--- config.mk ---
export PLATFORM = sky130hd
export DESIGN_NAME = console_line_ring_buffer_core
export DESIGN_NICKNAME = d
export VERILOG_FILES = /design/src/rtl/clrb_pkg.sv /design/src/rtl/clrb_ctrl.sv /design/src/rtl/clrb_dp.sv /design/src/rtl/console_line_ring_buffer_core.sv
export SDC_FILE = /design/constraint.sdc
export NUM_CORES = 2
export LEC_CHECK = 0
export BUFFER_PORTS_ARGS = -buffer_cell sky130_fd_sc_hd__buf_2
export CAP_MARGIN = 10
export CORE_MARGIN = 1
export CORE_UTILIZATION = 39
export DETAILED_ROUTE_END_ITERATION = 7
export HOLD_SLACK_MARGIN = 0.02
export PLACE_DENSITY_LB_ADDON = 0.1
export SLEW_MARGIN = 20
export SYNTH_ARGS = -nofsm -noshare
export SYNTH_HDL_FRONTEND = slang
export SYNTH_SLANG_ARGS = --single-unit
--- constraint.sdc ---
create_clock -name clk_i -period 4.6 [get_ports clk_i]
set_input_delay 0.23 -clock clk_i [delete_from_list [all_inputs] [get_ports clk_i]]
set_output_delay 0.23 -clock clk_i [all_outputs]
set_load 0.05 [all_outputs]
--- src/rtl/clrb_pkg.sv ---
`default_nettype none
package clrb_pkg;

  // ring size default
  localparam int unsigned RING_DEPTH_DEF = 128;

  // op codes
  localparam logic [2:0] OP_RX          = 3'd0;
  localparam logic [2:0] OP_READ        = 3'd1;
  localparam logic [2:0] OP_TX          = 3'd2;
  localparam logic [2:0] OP_SUM_RESTART = 3'd3;
  localparam logic [2:0] OP_SUM_STOP    = 3'd4;

  // characters
  localparam logic [7:0] CHAR_CR  = 8'h0D;
  localparam logic [7:0] CHAR_LF  = 8'h0A;
  localparam logic [7:0] CHAR_DOT = 8'h2E;

  // banner mode that appends a dot
  localparam logic [1:0] BANNER_DOT = 2'd1;

  // config port
  localparam int unsigned ADDR_W = 3;
  localparam logic        REG_BANNER = 1'b0;  // register index, paddr[2]

  typedef struct packed {
    logic load;    // latch input beat
    logic exec;    // perform the op, load result register
    logic rd_cap;  // capture ring read data into result
    logic dot;     // turn result into the trailing dot
  } ctrl_cmd_t;

  typedef struct packed {
    logic need_read;  // read op on a non-empty ring
    logic res_last;   // current result is the item's final one
  } dp_status_t;

endpackage
`default_nettype wire

--- src/rtl/clrb_ctrl.sv ---
`default_nettype none
module clrb_ctrl (
  input  wire logic             clk_i,
  input  wire logic             rst_ni,
  input  wire logic             in_valid_i,
  output logic                  in_ready_o,
  output logic                  out_valid_o,
  input  wire logic             out_ready_i,
  input  wire clrb_pkg::dp_status_t status_i,
  output clrb_pkg::ctrl_cmd_t   cmd_o
);
  import clrb_pkg::*;

  typedef enum logic [3:0] {
    ST_IDLE   = 4'b0001,
    ST_EXEC   = 4'b0010,
    ST_RDWAIT = 4'b0100,
    ST_OUT    = 4'b1000
  } state_e;

  state_e state_q, state_d;

  assign in_ready_o  = (state_q == ST_IDLE);
  assign out_valid_o = (state_q == ST_OUT);

  always_comb begin
    state_d = state_q;
    cmd_o   = '0;
    unique case (state_q)
      ST_IDLE: begin
        if (in_valid_i) begin
          cmd_o.load = 1'b1;
          state_d    = ST_EXEC;
        end
      end
      ST_EXEC: begin
        cmd_o.exec = 1'b1;
        state_d    = status_i.need_read ? ST_RDWAIT : ST_OUT;
      end
      ST_RDWAIT: begin
        cmd_o.rd_cap = 1'b1;
        state_d      = ST_OUT;
      end
      ST_OUT: begin
        if (out_ready_i) begin
          if (status_i.res_last) begin
            state_d = ST_IDLE;
          end else begin
            cmd_o.dot = 1'b1;
          end
        end
      end
      default: state_d = ST_IDLE;
    endcase
  end

  always_ff @(posedge clk_i or negedge rst_ni) begin
    if (!rst_ni) begin
      state_q <= ST_IDLE;
    end else begin
      state_q <= state_d;
    end
  end

endmodule
`default_nettype wire

--- src/rtl/clrb_dp.sv ---
`default_nettype none
module clrb_dp #(
  parameter int unsigned RING_DEPTH = clrb_pkg::RING_DEPTH_DEF
) (
  input  wire logic                clk_i,
  input  wire logic                rst_ni,
  input  wire clrb_pkg::ctrl_cmd_t cmd_i,
  output clrb_pkg::dp_status_t     status_o,
  input  wire logic [1:0]          banner_i,
  input  wire logic [2:0]          op_i,
  input  wire logic [7:0]          data_byte_i,
  output logic                     tx_valid_o,
  output logic [7:0]               tx_byte_o,
  output logic                     rd_valid_o,
  output logic [7:0]               rd_byte_o,
  output logic                     rd_line_end_o,
  output logic [31:0]              drop_count_o,
  output logic [63:0]              sum_value_o
);
  import clrb_pkg::*;

  localparam int unsigned AW = $clog2(RING_DEPTH);
  localparam logic [AW-1:0] LAST_ADDR = AW'(RING_DEPTH - 1);

  logic [2:0]    op_q;
  logic [7:0]    byte_q;
  logic [AW-1:0] head_addr_q, head_addr_d, tail_addr_q, tail_addr_d;
  logic          head_wrap_q, head_wrap_d, tail_wrap_q, tail_wrap_d;
  logic [31:0]   drops_q, drops_d;
  logic [63:0]   sum_q, sum_d;
  logic          sum_on_q, sum_on_d;

  logic [7:0]    mem_q [RING_DEPTH];
  logic [7:0]    mem_rdata_q;

  logic          txv_q, rdv_q, le_q, last_q;
  logic [7:0]    txb_q, rdb_q;

  logic          empty, full, emits, mem_we;
  logic [7:0]    b_conv;
  logic [AW-1:0] mem_waddr, head_prev;

  assign empty = (head_addr_q == tail_addr_q) && (head_wrap_q == tail_wrap_q);
  assign full  = (head_addr_q == tail_addr_q) && (head_wrap_q != tail_wrap_q);
  assign emits = (op_q == OP_RX) || (op_q == OP_TX);
  assign b_conv = ((op_q == OP_RX) && (byte_q == CHAR_CR)) ? CHAR_LF : byte_q;
  assign head_prev = (head_addr_q == '0) ? LAST_ADDR : head_addr_q - 1'b1;

  assign status_o.need_read = (op_q == OP_READ) && !empty;
  assign status_o.res_last  = last_q;

  // state update for the latched op
  always_comb begin
    head_addr_d = head_addr_q;
    head_wrap_d = head_wrap_q;
    tail_addr_d = tail_addr_q;
    tail_wrap_d = tail_wrap_q;
    drops_d     = drops_q;
    sum_d       = sum_q;
    sum_on_d    = sum_on_q;
    mem_we      = 1'b0;
    mem_waddr   = head_addr_q;
    if (cmd_i.exec) begin
      case (op_q)
        OP_RX: begin
          if (!full) begin
            mem_we = 1'b1;
            if (head_addr_q == LAST_ADDR) begin
              head_addr_d = '0;
              head_wrap_d = ~head_wrap_q;
            end else begin
              head_addr_d = head_addr_q + 1'b1;
            end
          end else begin
            if (drops_q != '1) drops_d = drops_q + 32'd1;
            // keep the line boundary: newline replaces the newest entry
            if (b_conv == CHAR_LF) begin
              mem_we    = 1'b1;
              mem_waddr = head_prev;
            end
          end
          if (sum_on_q) sum_d = sum_q + {56'd0, b_conv};
        end
        OP_READ: begin
          if (!empty) begin
            if (tail_addr_q == LAST_ADDR) begin
              tail_addr_d = '0;
              tail_wrap_d = ~tail_wrap_q;
            end else begin
              tail_addr_d = tail_addr_q + 1'b1;
            end
          end
        end
        OP_TX: begin
          if (sum_on_q) sum_d = sum_q + {56'd0, b_conv};
        end
        OP_SUM_RESTART: begin
          sum_d    = '0;
          sum_on_d = 1'b1;
        end
        OP_SUM_STOP: sum_on_d = 1'b0;
        default: ;
      endcase
    end
  end

  always_ff @(posedge clk_i or negedge rst_ni) begin
    if (!rst_ni) begin
      head_addr_q <= '0;
      head_wrap_q <= 1'b0;
      tail_addr_q <= '0;
      tail_wrap_q <= 1'b0;
      drops_q     <= '0;
      sum_q       <= '0;
      sum_on_q    <= 1'b0;
    end else begin
      head_addr_q <= head_addr_d;
      head_wrap_q <= head_wrap_d;
      tail_addr_q <= tail_addr_d;
      tail_wrap_q <= tail_wrap_d;
      drops_q     <= drops_d;
      sum_q       <= sum_d;
      sum_on_q    <= sum_on_d;
    end
  end

  // ring storage, one write and one registered read port
  always_ff @(posedge clk_i) begin
    if (mem_we) mem_q[mem_waddr] <= b_conv;
    mem_rdata_q <= mem_q[tail_addr_q];
  end

  // input latch and result register
  always_ff @(posedge clk_i) begin
    if (cmd_i.load) begin
      op_q   <= op_i;
      byte_q <= data_byte_i;
    end
    if (cmd_i.exec) begin
      txv_q  <= emits;
      txb_q  <= emits ? b_conv : 8'd0;
      rdv_q  <= status_o.need_read;
      rdb_q  <= 8'd0;
      le_q   <= 1'b0;
      last_q <= !(emits && (banner_i == BANNER_DOT));
    end
    if (cmd_i.rd_cap) begin
      rdb_q <= mem_rdata_q;
      le_q  <= (mem_rdata_q == CHAR_LF) || (mem_rdata_q == CHAR_CR);
    end
    if (cmd_i.dot) begin
      txb_q  <= CHAR_DOT;
      last_q <= 1'b1;
    end
  end

  assign tx_valid_o    = txv_q;
  assign tx_byte_o     = txb_q;
  assign rd_valid_o    = rdv_q;
  assign rd_byte_o     = rdb_q;
  assign rd_line_end_o = le_q;
  assign drop_count_o  = drops_q;
  assign sum_value_o   = sum_q;

endmodule
`default_nettype wire

--- src/rtl/console_line_ring_buffer_core.sv ---
`default_nettype none
// Console receive queue with echo and a 64-bit checksum summing received and transmitted
// bytes. One input beat is taken at a time: it is latched, executed against the ring
// and counters, and its result beat is then held until taken. A read of a non-empty
// ring passes through an extra wait state for the ring memory's registered read port.
// In banner mode 1 a received or transmitted byte gets one more result beat, the dot.
// The ring store needs no clearing pass after reset; its entries are only read once
// written. Register 0 (byte address 0, bits 1:0) is banner_mode and may only be
// written while no item is in flight.
module console_line_ring_buffer_core #(
  parameter int unsigned RING_DEPTH = clrb_pkg::RING_DEPTH_DEF
) (
  input  wire logic                        clk_i,
  input  wire logic                        rst_ni,
  // input beats
  input  wire logic                        in_valid_i,
  output logic                             in_ready_o,
  input  wire logic [2:0]                  op_i,
  input  wire logic [7:0]                  data_byte_i,
  // result beats
  output logic                             out_valid_o,
  input  wire logic                        out_ready_i,
  output logic                             tx_valid_o,
  output logic [7:0]                       tx_byte_o,
  output logic                             rd_valid_o,
  output logic [7:0]                       rd_byte_o,
  output logic                             rd_line_end_o,
  output logic [31:0]                      drop_count_o,
  output logic [63:0]                      sum_value_o,
  output logic                             last_o,
  // APB config
  input  wire logic                        psel,
  input  wire logic                        penable,
  input  wire logic                        pwrite,
  input  wire logic [clrb_pkg::ADDR_W-1:0] paddr,
  input  wire logic [31:0]                 pwdata,
  output logic [31:0]                      prdata,
  output logic                             pready
);
  import clrb_pkg::*;

  ctrl_cmd_t  cmd;
  dp_status_t status;
  logic [1:0] banner_q;

  // APB: zero wait states; register index is paddr[2]
  assign pready = 1'b1;
  assign prdata = (paddr[2] == REG_BANNER) ? {30'd0, banner_q} : 32'd0;

  always_ff @(posedge clk_i or negedge rst_ni) begin
    if (!rst_ni) begin
      banner_q <= 2'd0;
    end else if (psel && penable && pwrite && (paddr[2] == REG_BANNER)) begin
      banner_q <= pwdata[1:0];
    end
  end

  clrb_ctrl u_ctrl (
    .clk_i       (clk_i),
    .rst_ni      (rst_ni),
    .in_valid_i  (in_valid_i),
    .in_ready_o  (in_ready_o),
    .out_valid_o (out_valid_o),
    .out_ready_i (out_ready_i),
    .status_i    (status),
    .cmd_o       (cmd)
  );

  clrb_dp #(
    .RING_DEPTH (RING_DEPTH)
  ) u_dp (
    .clk_i         (clk_i),
    .rst_ni        (rst_ni),
    .cmd_i         (cmd),
    .status_o      (status),
    .banner_i      (banner_q),
    .op_i          (op_i),
    .data_byte_i   (data_byte_i),
    .tx_valid_o    (tx_valid_o),
    .tx_byte_o     (tx_byte_o),
    .rd_valid_o    (rd_valid_o),
    .rd_byte_o     (rd_byte_o),
    .rd_line_end_o (rd_line_end_o),
    .drop_count_o  (drop_count_o),
    .sum_value_o   (sum_value_o)
  );

  // final-beat flag lives in the datapath's result register
  assign last_o = status.res_last;

endmodule
`default_nettype wire

==> reports/results.tsv <==
stage	metric	value	unit
layout	drive_above_1_share	28.5	%
placement	dp.cells	4437	
logic_synthesis	async_reset_ff_share	10.1	%
sta	setup_violations	0	
layout	syn_to_final_growth	16.9	%
min_path	min_path_type	input port to async pin	
routing	vias	25600	
clocking	cts_root_buf	clkbuf_16	
clocking	clock_latency	750	ps
clocking	post_cts_buffers	0	
sta	fin_crit_sh	92.2	%
sta	rsz0062_at_grt	no	
setup_path	start_kind	flip-flop	
logic_synthesis	synth_warnings	0	
status	outcome	complete, no violations	
grt	grt-ovfl-total	0	
setup_path	crit_family	simple AND/OR/NAND/NOR gates	
clocking	cts_tree	done	
routing	vias_per_cell	5.44	
setup_path	crit_fanout	55	
grt	grt_pass1_wl	181000	microns
grt	grt_pass1_vias	26100	
logic_synthesis	synth-simple-area-share	5.94	%
sta	finalSetupTns	0	ps
sta	max_freq	236	MHz
floorplanning	ios	204	
logic_synthesis	ys_ff_latch	1182	
clocking	h-tree-depth	4	
setup_path	cp_cell_sequence	nor3b_1 > nand4_1 > and2_4 > ha_1 > fa_1 > nand3_1 > a21oi_1 > o21ai_0 > a21o_1 > or4_1 > or4_1 > a21oi_1	
clocking	clk_pin_slew	60	ps
routing	drt_pass1_iterations	5	
pwr	powerDensity	480	nW/um^2
sta	relSlewSlack	32.8	%
layout	fillers	10400	
logic_synthesis	yosys.area_share.adder	0.408	%
floorplanning	initial_core_util	39.3	%
setup_path	critPathRequiredTime	5260	ps
sta	period_needed	4240	ps
routing	wl	123000	microns
logic_synthesis	synth_compound_area_share	2.95	%
run	cap_violations	0	
logic_synthesis	synth_edf_count	1046	
floorplanning	dieArea	124000	sq um
clocking	cts_made_buffers	132	
floorplanning	num_rows	128	
sta	hold_violations	0	
pwr	p_leak	0.0185	uW
setup_path	worst-path-buf-inv	0	
layout	layout_commonest_cell	edfxtp_1	
placement	place.gp.congestion	0.795	
pwr	ir_drop	0.350	mV
logic_synthesis	ys_types	81	
setup_path	endpoint_kind	flip-flop	
sta	clock_skew	22.7	ps
floorplanning	fp.dieW	352	microns
setup_path	path_class	flip-flop to flip-flop	
clocking	numClockSinks	1182	
logic_synthesis	synthCells	2606	
placement	numPortBuffers	140	
sta	whs	82.4	ps
routing	drc	0	
layout	final_cells	4698	
logic_synthesis	synthMuxAreaShare	14.5	%
sta	slew_violations	0	
setup_path	cpMaxStageDelayCell	or4_1	
grt	grt_max_degree	135	
logic_synthesis	synthXorXnorAreaFrac	1.74	%
logic_synthesis	synth_top_family_by_area	multiplexers	
layout	final_cell_mix	1046 x edfxtp_1, 272 x mux4_2, 208 x nor2_1	
placement	dp_hpwl	74900	microns
floorplanning	core	122000	sq um
logic_synthesis	yosys_most_used_dff	edfxtp_1	
logic_synthesis	ys_seq_area_share	72.5	%
logic_synthesis	syn_area	47900	sq um
layout	nNetsFinal	3033	
grt	grtUsageTotal	20.0	%
logic_synthesis	synth.avg_cell_area	18.4	sq um
setup_path	slowest_delay	740	ps
routing	drt_iter0_drc	2192	
routing	antenna_left	0	
clocking	clock_path_buffers	3	
floorplanning	dieHeight	352	microns
routing	wire_per_inst	26.3	microns
grt	antenna_found_initial	2	
setup_path	critPathArrivalTime	4900	ps
sta	tightest_slew	1010	ps
## per-layer routing
metal  part of all wire, %  track usage (%)
met1                    44             28.0
met2                    47             31.2
met3                   6.2             4.51
met4                   2.4             6.16
met5                0.0097                0
## cell type report
cell class	instances	area, sq um	share of cell area (%)
inverter	28	106	0.190
antenna	3	7.51	0.0134
timing repair buffer	366	2550	4.56
multi-input combinational	1255	12400	22.1
tap	1625	2030	3.63
clock buffer	172	3550	6.34
sequential	1182	34700	62.1
clock inverter	67	608	1.09
## logic make-up after synthesis
kind of cell               Yosys count
AOI/OAI and AO/OA                  207
other                                2
muxes                              351
adders and majority gates           15
DFF                               1182
buffers and inverters              198
and+or+nand+nor                    556
xor gates and xnor gates            95
## flip-flops by register name, summed over array words and instances (netlist names)
name	cells
u_ctrl.state_q	4
u_dp.byte_q	8
u_dp.drop_count_o	32
u_dp.rd_valid_o	1
u_dp.rd_line_end_o	1
u_dp.tx_valid_o	1
banner_q	2
u_dp.sum_value_o	64
u_dp.head_wrap_q	1
u_dp.tail_wrap_q	1
u_dp.mem_rdata_q	8
u_dp.last_q	1
u_dp.rd_byte_o	8
u_dp.tx_byte_o	8
u_dp.sum_on_q	1
u_dp.head_addr_q	7
u_dp.op_q	3
u_dp.tail_addr_q	7
u_dp.mem_q	1024
## final timing paths
| path | to | cells after the start | startpoint | slack (ps) |
|---|---|---|---|---|
| worst max-delay path | u_dp.sum_value_o[54] | 12 | u_dp.op_q[1] | 360 |
| worst min-delay path | u_dp.drop_count_o[10] | 2 | rst_ni | 80 |
| worst max register to register | u_dp.sum_value_o[54] | 12 | u_dp.op_q[1] | 360 |
| worst min register to register | u_dp.tx_byte_o[4] | 2 | u_dp.tx_byte_o[4] | 470 |
| max in group asynchronous | u_dp.sum_value_o[43] | 3 | rst_ni | 3420 |
| min in group clk_i | u_dp.byte_q[4] | 2 | data_byte_i[4] | 220 |
## stage by stage
step | power (uW) | setup WS [ps] | cell area (sq um) | utilization (%)
detailed placement | 17000 | 310 | 51600 | 42.4
global route | 27900 | 69.1 | 56000 | 46.0
CTS | 27200 | 274 | 56000 | 46.0
floorplan | 15600 | 33.3 | 48000 | -
finish | 26900 | 359 | 56000 | 46.0
global placement | 16900 | 327 | 51600 | 42.4
## synthesized netlist by cell type (6+ instances only)
cell type,instances,share of area (%)
a21oi_1,65,0.68
o21ai_0,31,0.32
a211oi_1,10,0.16
nand2b_1,14,0.18
nor3_1,33,0.34
mux2i_1,59,1.2
nand3_2,14,0.29
buf_1,24,0.19
clkbuf_1,78,0.61
edfxtp_1,1046,66
or3_1,16,0.21
mux2_2,20,0.47
and3_1,18,0.24
o221ai_1,13,0.24
a22oi_1,8,0.13
dfxtp_1,17,0.71
o22ai_1,12,0.16
xor2_1,25,0.46
nor4_1,17,0.22
and2_1,21,0.27
mux4_2,272,13
buf_4,33,0.52
xnor2_1,70,1.3
nor2b_1,20,0.26
inv_1,26,0.20
dfrtp_1,118,6.2
nor2_1,208,1.6
and4_1,15,0.27
buf_2,33,0.34
ha_1,14,0.37
a2111oi_0,6,0.11
nand4_1,31,0.41
nand3_1,43,0.45
nand2_1,75,0.59
## repair_timing
item | in CTS | in global routing
endpoints found under the hold margin | 72 | 0
hold buffers | 19 | 0
endpoints found under the setup margin | 0 | 3
gates resized for setup | 0 | 2
## where the power goes
group          total (uW)  switching (uW)  internal [uW]
Clock               10200            4240           5910
Sequential          12500             174          12300
Combinational        4240            2580           1660
Note: power is estimated with default switching activity, not from simulation.
